$ cat config.mk
export PLATFORM = sky130hd
export DESIGN_NAME = ramp_to_target_stepper_core
export DESIGN_NICKNAME = d
export VERILOG_FILES = /design/src/sv/rts_pkg.sv /design/src/sv/rts_ctrl.sv /design/src/sv/rts_datapath.sv /design/src/sv/ramp_to_target_stepper_core.sv
export VERILOG_INCLUDE_DIRS = /design/src /design/src/sv
export SDC_FILE = /design/constraint.sdc
export NUM_CORES = 1
export LEC_CHECK = 0
export ABC_AREA = 1
export CORE_ASPECT_RATIO = 1.1
export CORE_UTILIZATION = 50
export CTS_CLUSTER_DIAMETER = 60
export CTS_CLUSTER_SIZE = 8
export DETAILED_ROUTE_END_ITERATION = 10
export DONT_BUFFER_PORTS = 1
export PLACE_DENSITY = 0.76
export SETUP_SLACK_MARGIN = 0.4
export SYNTH_ARGS = -nofsm -noshare
export SYNTH_HDL_FRONTEND = slang
export SYNTH_SLANG_ARGS = --single-unit
$ cat constraint.sdc
create_clock -name clk -period 9.3 [get_ports clk]
set_clock_uncertainty 0.1 [all_clocks]
set_input_delay 1.86 -clock clk [delete_from_list [all_inputs] [get_ports clk]]
set_output_delay 1.86 -clock clk [all_outputs]
set_load 0.01 [all_outputs]
$ cat src/sv/ramp_to_target_stepper_core_defines.svh
// Assertion macros shared by the ramp stepper modules.
`ifndef RAMP_TO_TARGET_STEPPER_CORE_DEFINES_SVH
`define RAMP_TO_TARGET_STEPPER_CORE_DEFINES_SVH

// Same-cycle implication, disabled while reset is low.
`define RTS_ASSERT_NOW(label, clk, rst_n, ante, cons) \
  label: assert property (@(posedge clk) disable iff (!rst_n) (ante) |-> (cons)) \
    else $error("rts assertion failed");

// Next-cycle implication, disabled while reset is low.
`define RTS_ASSERT_NEXT(label, clk, rst_n, ante, cons) \
  label: assert property (@(posedge clk) disable iff (!rst_n) (ante) |=> (cons)) \
    else $error("rts assertion failed");

`endif

$ cat src/sv/rts_pkg.sv
// Shared types and constants for the ramp stepper.
package rts_pkg;

  localparam logic [1:0] FUNC_TICK = 2'd0;
  localparam logic [1:0] FUNC_LOAD = 2'd1;
  localparam logic [1:0] FUNC_ACC  = 2'd2;

  // One remainder bit per cycle over the 16-bit phase magnitude.
  localparam int DIV_STEPS   = 16;
  localparam int DIV_CNT_W   = $clog2(DIV_STEPS);

  typedef struct packed {
    logic start;     // capture the input item
    logic exec;      // apply load/overwrite, or set up the tick
    logic div_step;  // one remainder iteration
    logic move;      // form increment and candidate position
    logic check;     // compare against target and commit
    logic finish;    // load the result registers
  } rts_cmd_t;

  typedef struct packed {
    logic tick;      // captured item is a tick
    logic neg;       // step code is negative
  } rts_sts_t;

endpackage

$ cat src/sv/rts_ctrl.sv
// Sequencer for the ramp stepper: item handshake and step ordering.
`include "ramp_to_target_stepper_core_defines.svh"

module rts_ctrl
  import rts_pkg::*;
(
  input  logic     clk,
  input  logic     rst_n,
  input  logic     in_valid,
  output logic     in_ready,
  output logic     out_valid,
  input  logic     out_ready,
  input  rts_sts_t sts,
  output rts_cmd_t cmd
);

  localparam logic [2:0] S_IDLE  = 3'd0;
  localparam logic [2:0] S_EXEC  = 3'd1;
  localparam logic [2:0] S_DIV   = 3'd2;
  localparam logic [2:0] S_MOVE  = 3'd3;
  localparam logic [2:0] S_CHECK = 3'd4;
  localparam logic [2:0] S_DONE  = 3'd5;

  localparam logic [DIV_CNT_W-1:0] CNT_LAST = DIV_CNT_W'(DIV_STEPS - 1);

  logic [2:0]           state_r, state_nxt;
  logic [DIV_CNT_W-1:0] cnt_r, cnt_nxt;
  logic                 out_valid_r, out_valid_nxt;
  logic                 slot_free;

  assign in_ready  = (state_r == S_IDLE);
  assign out_valid = out_valid_r;
  assign slot_free = !out_valid_r || out_ready;

  always_comb begin
    state_nxt     = state_r;
    cnt_nxt       = cnt_r;
    out_valid_nxt = out_valid_r;
    cmd           = '0;
    if (out_valid_r && out_ready) out_valid_nxt = 1'b0;
    unique case (state_r)
      S_IDLE: begin
        if (in_valid) begin
          cmd.start = 1'b1;
          state_nxt = S_EXEC;
        end
      end
      S_EXEC: begin
        cmd.exec = 1'b1;
        cnt_nxt  = '0;
        if (!sts.tick)    state_nxt = S_DONE;
        else if (sts.neg) state_nxt = S_DIV;
        else              state_nxt = S_MOVE;
      end
      S_DIV: begin
        cmd.div_step = 1'b1;
        cnt_nxt      = cnt_r + 1'b1;
        if (cnt_r == CNT_LAST) state_nxt = S_MOVE;
      end
      S_MOVE: begin
        cmd.move  = 1'b1;
        state_nxt = S_CHECK;
      end
      S_CHECK: begin
        cmd.check = 1'b1;
        state_nxt = S_DONE;
      end
      S_DONE: begin
        // hold until the output register is free
        if (slot_free) begin
          cmd.finish    = 1'b1;
          out_valid_nxt = 1'b1;
          state_nxt     = S_IDLE;
        end
      end
      default: state_nxt = S_IDLE;
    endcase
  end

  always_ff @(posedge clk) begin
    if (!rst_n) begin
      state_r     <= S_IDLE;
      cnt_r       <= '0;
      out_valid_r <= 1'b0;
    end else begin
      state_r     <= state_nxt;
      cnt_r       <= cnt_nxt;
      out_valid_r <= out_valid_nxt;
    end
  end

  `RTS_ASSERT_NEXT(a_div_ends, clk, rst_n, (state_r == S_DIV) && (cnt_r == CNT_LAST), state_r == S_MOVE)
  `RTS_ASSERT_NEXT(a_accept_execs, clk, rst_n, in_valid && in_ready, state_r == S_EXEC)
  `RTS_ASSERT_NOW(a_finish_slot, clk, rst_n, cmd.finish, slot_free && (state_r == S_DONE))

endmodule

$ cat src/sv/rts_datapath.sv
// Ramp stepper datapath: ramp state, serial phase remainder, move and snap.
`include "ramp_to_target_stepper_core_defines.svh"

module rts_datapath
  import rts_pkg::*;
#(
  parameter int POSITION_WIDTH = 32
) (
  input  logic                clk,
  input  logic                rst_n,
  input  rts_cmd_t            cmd,
  output rts_sts_t            sts,
  input  logic [1:0]          in_func,
  input  logic signed [31:0]  in_start_value,
  input  logic signed [31:0]  in_target_value,
  input  logic signed [15:0]  in_step_code,
  input  logic signed [15:0]  in_phase_start,
  input  logic signed [15:0]  in_acc_value,
  output logic                out_moving,
  output logic signed [31:0]  out_position,
  output logic signed [15:0]  out_acc_out,
  output logic [14:0]         out_applied_step
);

  localparam int PW = POSITION_WIDTH;

  // captured item
  logic [1:0]  func_r;
  logic [31:0] start_r, target_in_r;
  logic [15:0] step_in_r, phase_in_r, acc_in_r;

  // ramp state
  logic [PW-1:0] position_r, target_r, tmp_r;
  logic [15:0]   step_r, phase_r, acc_r;
  logic          lt_r, gt_r, moving_r;
  logic [14:0]   applied_r;

  // remainder unit
  logic [15:0] mag_r, dvd_r, rem_r;
  logic [16:0] rem_sh, rem_diff;

  // result registers
  logic          res_moving_r;
  logic [31:0]   res_position_r;
  logic [15:0]   res_acc_r;
  logic [14:0]   res_applied_r;

  logic [15:0]   inc;
  logic [PW-1:0] inc_w;
  logic [15:0]   phase_abs;

  assign sts.tick = (func_r == FUNC_TICK);
  assign sts.neg  = step_r[15];

  assign phase_abs = phase_r[15] ? (16'd0 - phase_r) : phase_r;
  assign rem_sh    = {rem_r, dvd_r[15]};
  assign rem_diff  = rem_sh - {1'b0, mag_r};

  assign inc   = step_r[15] ? {15'd0, (rem_r == 16'd0)} : step_r;
  assign inc_w = PW'(inc);

  always_ff @(posedge clk) begin
    if (cmd.start) begin
      func_r      <= in_func;
      start_r     <= in_start_value;
      target_in_r <= in_target_value;
      step_in_r   <= in_step_code;
      phase_in_r  <= in_phase_start;
      acc_in_r    <= in_acc_value;
    end
    if (cmd.exec) begin
      mag_r <= 16'd0 - step_r;
      dvd_r <= phase_abs;
    end else if (cmd.div_step) begin
      dvd_r <= {dvd_r[14:0], 1'b0};
    end
    if (cmd.move) begin
      lt_r  <= $signed(position_r) < $signed(target_r);
      gt_r  <= $signed(target_r) < $signed(position_r);
      tmp_r <= ($signed(position_r) < $signed(target_r)) ? (position_r + inc_w)
                                                          : (position_r - inc_w);
    end
    if (cmd.finish) begin
      res_moving_r   <= moving_r;
      res_position_r <= 32'(position_r);
      res_acc_r      <= acc_r;
      res_applied_r  <= applied_r;
    end
  end

  always_ff @(posedge clk) begin
    if (!rst_n) begin
      position_r <= '0;
      target_r   <= '0;
      step_r     <= '0;
      phase_r    <= '0;
      acc_r      <= '0;
      rem_r      <= '0;
      moving_r   <= 1'b0;
      applied_r  <= '0;
    end else begin
      if (cmd.start) begin
        moving_r  <= 1'b0;
        applied_r <= '0;
      end
      if (cmd.exec) begin
        rem_r <= '0;
        case (func_r)
          FUNC_TICK: begin
            if (step_r[15]) phase_r <= phase_r + 16'd1;
          end
          FUNC_LOAD: begin
            position_r <= PW'($signed(start_r));
            target_r   <= PW'($signed(target_in_r));
            step_r     <= step_in_r;
            phase_r    <= phase_in_r;
            acc_r      <= '0;
          end
          FUNC_ACC: acc_r <= acc_in_r;
          default: ;
        endcase
      end
      if (cmd.div_step) begin
        // keep the shifted remainder when the divisor does not fit
        rem_r <= rem_diff[16] ? rem_sh[15:0] : rem_diff[15:0];
      end
      if (cmd.move) begin
        acc_r     <= acc_r + inc;
        applied_r <= inc[14:0];
      end
      if (cmd.check) begin
        if (lt_r) begin
          if (!($signed(tmp_r) < $signed(target_r))) begin
            step_r     <= '0;
            position_r <= target_r;
          end else begin
            position_r <= tmp_r;
            moving_r   <= 1'b1;
          end
        end else if (gt_r) begin
          if (!($signed(target_r) < $signed(tmp_r))) begin
            step_r     <= '0;
            position_r <= target_r;
          end else begin
            position_r <= tmp_r;
            moving_r   <= 1'b1;
          end
        end
      end
    end
  end

  assign out_moving       = res_moving_r;
  assign out_position     = res_position_r;
  assign out_acc_out      = res_acc_r;
  assign out_applied_step = res_applied_r;

  `RTS_ASSERT_NOW(a_moving_off_target, clk, rst_n, moving_r, position_r != target_r)
  `RTS_ASSERT_NOW(a_rem_below_mag, clk, rst_n, cmd.div_step, rem_r < mag_r)
  `RTS_ASSERT_NOW(a_applied_tick_only, clk, rst_n, applied_r != 15'd0, func_r == FUNC_TICK)

endmodule

$ cat src/sv/ramp_to_target_stepper_core.sv
// Ramp stepper top level: sequencer plus datapath.
//
// Moves a position toward a target one tick at a time. func 1 loads position,
// target, step code and phase and clears the accumulator; func 2 overwrites
// the accumulator; func 0 ticks. One result per item. An item is accepted
// only while the sequencer is idle. After the accepting edge, a load,
// overwrite or unused code 3 runs the exec step and then the done step; a
// tick with a nonnegative step code runs exec, move, check and done; a tick
// with a negative step code runs exec, then the one-bit-per-cycle remainder
// of the phase magnitude by the step magnitude, then move, check and done.
// The next item may be accepted in the cycle after the result enters the
// output register, even if that result has not been taken yet; a result that
// cannot enter a still-occupied output register holds the sequencer. Position
// width is POSITION_WIDTH (16 to 64); the position port shows its low 32
// bits, zero-extended below 32.
module ramp_to_target_stepper_core
  import rts_pkg::*;
#(
  parameter int POSITION_WIDTH = 32
) (
  input  logic               clk,
  input  logic               rst_n,
  input  logic               in_valid,
  output logic               in_ready,
  input  logic [1:0]         in_func,
  input  logic signed [31:0] in_start_value,
  input  logic signed [31:0] in_target_value,
  input  logic signed [15:0] in_step_code,
  input  logic signed [15:0] in_phase_start,
  input  logic signed [15:0] in_acc_value,
  output logic               out_valid,
  input  logic               out_ready,
  output logic               out_moving,
  output logic signed [31:0] out_position,
  output logic signed [15:0] out_acc_out,
  output logic [14:0]        out_applied_step
);

  rts_cmd_t cmd;
  rts_sts_t sts;

  rts_ctrl u_ctrl (
    .clk       (clk),
    .rst_n     (rst_n),
    .in_valid  (in_valid),
    .in_ready  (in_ready),
    .out_valid (out_valid),
    .out_ready (out_ready),
    .sts       (sts),
    .cmd       (cmd)
  );

  rts_datapath #(
    .POSITION_WIDTH (POSITION_WIDTH)
  ) u_dp (
    .clk              (clk),
    .rst_n            (rst_n),
    .cmd              (cmd),
    .sts              (sts),
    .in_func          (in_func),
    .in_start_value   (in_start_value),
    .in_target_value  (in_target_value),
    .in_step_code     (in_step_code),
    .in_phase_start   (in_phase_start),
    .in_acc_value     (in_acc_value),
    .out_moving       (out_moving),
    .out_position     (out_position),
    .out_acc_out      (out_acc_out),
    .out_applied_step (out_applied_step)
  );

endmodule

## After elaboration in Yosys (flattened, before gate mapping)

Index checks and enable logic that the tools add are counted.

| word-level totals | value |
|---|---|
| output and inout port bits | 66 |
| input port bits | 118 |
| flip-flop bits (word level) | 396 |
| logic and storage cells | 119 |

| cells by class | value |
|---|---|
| reduce and logical (&&, ||, !) cells | 16 |
| equal/unequal tests | 12 |
| muxes and demuxes | 53 |
| order comparisons | 4 |
| add/subtract/negate cells | 8 |

Operator list:

| operator | number |
|---|---|
| $mux W16 | 16 |
| $mux W32 | 8 |
| $lt A32 B32 Y1 | 4 |
| $pmux W16 S2 | 2 |
| $mux W15 | 3 |
| $add A32 B16 Y32 | 1 |
| $sub A1 B16 Y16 const A | 2 |
| $sub A32 B16 Y32 | 1 |
| $mux W1 | 18 |
| $pmux W3 S6 | 1 |
| $sub A17 B16 Y17 | 1 |
| $add A16 B1 Y16 const B | 1 |
| $add A16 B16 Y16 | 1 |
| $logic_not A16 Y1 | 1 |
| $mux W3 | 4 |
| $reduce_bool A2 Y1 | 5 |
| $pmux W4 S2 | 1 |
| $eq A3 B2 Y1 const B | 2 |
| $eq A3 B3 Y1 const B | 2 |
| $ne A2 B1 Y1 const B | 3 |
| $reduce_and A3 Y1 | 2 |
| $add A4 B1 Y4 const B | 1 |
| $eq A4 B4 Y1 const B | 1 |
| $reduce_and A2 Y1 | 2 |
| 10 further kinds | 10 |

## Depth between registers and ports, before layout

| logic depth | value |
|---|---|
| depth after elaboration | 7 |
| depth in mapped cells | 30 |
| gate-level depth less buffers | 30 |

## Hierarchy

From an unflattened synthesis, not the netlist that was laid out.

| second synthesis, totals | value |
|---|---|
| cell total of the unflattened synthesis | 2528 |
| area total of the unflattened synthesis | 21469.3 um^2 |

By module, submodules not included:

| module | cells each | area each (um^2) | times used |
|---|---|---|---|
| rts_datapath | 2456 | 21021.4 | 1 |
| rts_ctrl | 72 | 447.9 | 1 |

## Least setup slack after synthesis

OpenSTA, ideal clock, no wires.

| path | value |
|---|---|
| path kind | in2reg |
| start point | in out_ready |
| end point | reg u_dp.res_acc_r[0], in the netlist u_dp.out_acc_out[0], enable pin |
| data required time | 8.556 ns |
| cell stages on the path | 2 |
| data arrival time | 7.962 ns |
| setup time | 0.644 ns |
| slack | 0.593 ns |
| cell sequence | nor2_1 nor4_1 |

RTL lines:

| item | line | text |
|---|---|---|
| start: declaration | ramp_to_target_stepper_core.sv:32 | `input logic out_ready,` |
| end signal: assignment | rts_datapath.sv:86 | `res_acc_r <= acc_r;` |
| end: declaration | rts_datapath.sv:45 | `logic [15:0] res_acc_r;` |

## Worst setup path in the final report

| path | value |
|---|---|
| start point | reg u_dp.step_r[15] |
| end point | reg u_dp.tmp_r[28] (data pin) |

| between the ends | value |
|---|---|
| word-level cells in the longest chain between the ends | 3 |
| elaborated cells between the ends (all ways) | 4 |
| classes of those cells | add/sub: 2; mux: 2 |

RTL lines:

| item | line | text |
|---|---|---|
| start: declaration | rts_datapath.sv:34 | `logic [15:0] step_r, phase_r, acc_r;` |
| start signal: assignment | rts_datapath.sv:115 | `step_r <= step_in_r;` |
| $mux W15 * | rts_datapath.sv:59 | `assign inc = step_r[15] ? {15'd0, (rem_r == 16'd0)} : step_r;` |
| $sub A32 B16 Y32 / $add A32 B16 Y32 (equally long branches) | rts_datapath.sv:81, rts_datapath.sv:80 |  |
| $mux W32 * | rts_datapath.sv:80 | `tmp_r <= ($signed(position_r) < $signed(target_r)) ? (position_r + inc_w)` |
| end signal: assignment | rts_datapath.sv:80 |  |
| end: declaration | rts_datapath.sv:33 | `logic [PW-1:0] position_r, target_r, tmp_r;` |

Every way passes the cells marked *; elsewhere a longest branch is shown, timed or not.
A chain may end at the register's enable or synchronous reset.

==> flow_summary.toml <==
[outcome]
status = "completed"

[placement]
place_congestion = 0.948
dp_hpwl_um = 41600
dp.cells = 2957
dp_slack_ns = 3.60
port_buffers = 0

[timing]
tightest_slew_ns = 1.07
rsz0062_at_grt = "false"
max_freq_ghz = 0.171
fin_setup_tns_ns = 0
fin_crit_ns = 5.86
max_slew_margin = 0.289
setup_violations = 0
drv_slew = 0
period_share = 0.630
timing.final.ws_setup_ns = 3.44
final_hold_viol_count = 0

[routing]
dr.pass1.iters = 6
drcViolationCount = 0
vias = 17600
drt-wirelength-per-cell_um = 19.7
vias_per_cell = 5.76
ant_nets = 0
wl_um = 60100
drt_iter0_markers = 1661

[synth]
netlist_area_sq_um = 21200
ys_seq_area_frac = 0.489
syn_avg_cell_area_sq_um = 8.56
syn_inst = 2479
synth-seq-cells = 396
ys_warn_count = 0
synthArstFlopShare = 0
synth_fp_nets = 2733
synthDistinctLibCells = 49
ys.flop_type = "edfxtp_1"
synth_edf_count = 244

[floorplanning]
die_y_um = 218
pin_count = 184
core_sq_um = 41600
die_width_um = 198
fp.dieArea_sq_um = 43300
num_rows = 78
start_util = 0.510

[worst_setup_path]
critical_path.slowest_cell = "dfxtp_1"
cpMostUsedCell = "o21ai_0"
cpPeakStageDelay_ns = 0.88
end_kind = "flop"
crit_buf_inv = 3
crit_chain = "nor2_1 > inv_1 > ha_1 > inv_1 > nor3_1 > nand2_1 > nor3_2 > o21ai_0 > nor3_1 > inv_1 > nor3_4 > ha_1 > nand2_1 > o21ai_0 > ha_1 > a21oi_1 > nor2_1 > nor2_1 > o21ai_0 > a21oi_1 > nand2_1 > a21oi_1 > o21ai_0 > xor2_1"
worstPathMaxFanout = 23
critPathKind = "flop to flop"
crit_arrival_ns = 6.12
cp.required_ns = 9.56
critPathLaunchType = "flop"
critPathTopFamily = "simple AND/OR/NAND/NOR gates"

[final_layout]
fin_cells = 3058
layout-drive-gt1-share = 0.0449
nFillCells = 3700
syn_to_final_growth_pct = 9.78
finalNetCount = 2709

[power_and_ir_drop]
p_per_area_nw_per_um2 = 326
ir_worst_vdd_v = 0.000196
leakagePower_nw = 10.0

[clock_network]
h-tree-depth = 2
cts.repair.resized = 0
post_cts_buffers = 0
clk_latency_ns = 0.64
clock-sinks = 396
cts_tree = "done"
clk_pin_slew_ns = 0.06
clk_path_buf_depth = 3
hold_buffers = 0
clockRootBuffer = "clkbuf_16"
cts_made_buffers = 56

[min_path]
worst_hold_path_type = "flop to flop"

[job]
max_cap_violations = 0

[global_routing]
grt_pass1_vias = 17000
grt_usage = 0.276
grt_max_degree = 88
grt_pass1_wl_um = 92300
grt_overflow = 0
antenna_found_initial = 1
## final timing paths
kind                                   start                       end  slack [ns]  depth (start not counted)
setup / recovery  u_dp.step_r[15]$_SDFF_PN0_  u_dp.tmp_r[28]$_DFFE_PP_        3.44                         24
hold reg to reg    u_dp.step_r[0]$_SDFF_PN0_   u_dp.mag_r[0]$_DFFE_PP_        0.33                          0
setup reg to reg  u_dp.step_r[15]$_SDFF_PN0_  u_dp.tmp_r[28]$_DFFE_PP_        3.44                         24
hold / removal     u_dp.step_r[0]$_SDFF_PN0_   u_dp.mag_r[0]$_DFFE_PP_        0.33                          0
## power breakdown
| group | switching [mW] | total (mW) | internal, mW | leakage (nW) |
|---|---|---|---|---|
| Sequential | 0.215 | 2.60 | 2.39 | 3.52 |
| Combinational | 2.09 | 3.05 | 0.953 | 5.69 |
| Clock | 0.786 | 1.94 | 1.15 | 0.785 |
## placed cells by master, fill, tap and decap left out, drive strengths merged, types with 6 or more instances in the layout
| master | instances |
|---|---|
| edfxtp | 244 |
| a21o | 9 |
| nand2 | 586 |
| clkinv | 12 |
| buf | 17 |
| nand4 | 45 |
| o21a | 9 |
| clkbuf | 94 |
| ha | 133 |
| nand3 | 131 |
| a211oi | 6 |
| nor2 | 143 |
| a21boi | 8 |
| o21ai | 225 |
| xor2 | 68 |
| a21oi | 223 |
| o211ai | 6 |
| nor3 | 43 |
| o21bai | 6 |
| xnor2 | 17 |
| nor4 | 10 |
| dfxtp | 152 |
| inv | 262 |
| a31oi | 22 |
## cells in the mapped netlist, types with 4 or more instances
| cell | n | area share |
|---|---|---|
| buf_1 | 7 | 0.0012 |
| o31ai_1 | 4 | 0.0014 |
| nand2_2 | 6 | 0.0018 |
| edfxtp_1 | 244 | 0.35 |
| dfxtp_1 | 152 | 0.14 |
| xnor2_1 | 17 | 0.0070 |
| buf_4 | 7 | 0.0025 |
| inv_2 | 5 | 0.00088 |
| o21bai_1 | 6 | 0.0021 |
| buf_2 | 15 | 0.0035 |
| a31oi_1 | 22 | 0.0065 |
| a21oi_1 | 222 | 0.052 |
| xor2_1 | 68 | 0.028 |
| ha_1 | 133 | 0.078 |
| a211oi_1 | 6 | 0.0021 |
| nor4_1 | 10 | 0.0029 |
| o211ai_1 | 6 | 0.0021 |
| nor2_1 | 142 | 0.025 |
| a21boi_0 | 7 | 0.0025 |
| nand2_1 | 579 | 0.10 |
| o21ai_0 | 200 | 0.047 |
| nand3_1 | 128 | 0.030 |
| o21a_1 | 9 | 0.0032 |
| nand4_1 | 45 | 0.013 |
| nand3b_1 | 4 | 0.0014 |
| clkinv_1 | 7 | 0.0012 |
| a21o_1 | 9 | 0.0032 |
| inv_1 | 257 | 0.045 |
| a221oi_1 | 4 | 0.0017 |
| clkbuf_1 | 67 | 0.012 |
| o21ai_1 | 24 | 0.0057 |
| nor3_1 | 39 | 0.0092 |
## cell type report
class | count | area, sq um | area share
Clock buffer | 94 | 1540 | 0.0663
Timing Repair Buffer | 17 | 128 | 0.00548
Inverter | 269 | 1010 | 0.0435
Tap cell | 560 | 701 | 0.0301
Sequential cell | 396 | 10400 | 0.445
Clock inverter | 6 | 106 | 0.00457
Multi-Input combinational cell | 1715 | 9430 | 0.405
Antenna cell | 1 | 2.50 | 0.000107
## metal layers
layer  track usage  up-vias  wire length [um]
li1              -     8386                 -
met1         0.343     8325             24300
met2         0.458      745             28600
met3        0.0566      146              4630
met4         0.131        0              2500
met5             0        -                 0
## logic make-up (layout without fill, tap and decap cells)
group | count (synthesis) | count (layout) | share of synthesized area
XOR/XNOR | 85 | 85 | 0.0351
other | 0 | 1 | 0
AND/OR/NAND/NOR | 966 | 966 | 0.193
flip-flops | 396 | 396 | 0.489
AO/OA/AOI/OAI | 528 | 528 | 0.134
adder cells (fa/ha/maj) | 136 | 136 | 0.0812
buffers and inverters | 368 | 386 | 0.0683
## worst register-to-register path, delay by kind of cell (launching register included)
kind | cells | cell delay, ns
adder cells (fa/ha/maj) | 3 | 0.82
flip-flops | 1 | 0.88
XOR/XNOR | 1 | 0.17
AO/OA/AOI/OAI | 7 | 1.38
AND/OR/NAND/NOR | 10 | 1.83
buffers and inverters | 3 | 0.43
## stage by stage
stage	util	instance area [sq um]	hold slack, ns	power (mW)
after floorplan	-	21200	0.308	4.78
after CTS	0.560	23300	0.327	7.58
after detailed placement	0.521	21600	0.319	5.63
after global placement	0.521	21600	0.315	5.58
after global routing	0.560	23300	0.335	8.04
final	0.560	23300	0.329	7.59
## flip-flops by register name, summed over array words and instances, names as in the netlist, 2 cells and up
| signal | cells |
|---|---|
| u_dp.dvd_r | 16 |
| u_dp.position_r | 32 |
| u_dp.out_acc_out | 16 |
| u_dp.mag_r | 16 |
| u_dp.func_r | 2 |
| u_ctrl.cnt_r | 4 |
| u_dp.phase_r | 16 |
| u_dp.phase_in_r | 16 |
| u_dp.acc_r | 16 |
| u_dp.out_applied_step | 15 |
| u_dp.start_r | 32 |
| u_dp.out_position | 32 |
| u_dp.target_in_r | 32 |
| u_dp.rem_r | 16 |
| u_dp.applied_r | 15 |
| u_dp.tmp_r | 32 |
| u_dp.acc_in_r | 16 |
| u_dp.step_in_r | 16 |
| u_dp.target_r | 32 |
| u_ctrl.state_r | 3 |
| u_dp.step_r | 16 |
Power figures use the tool's default switching activity.
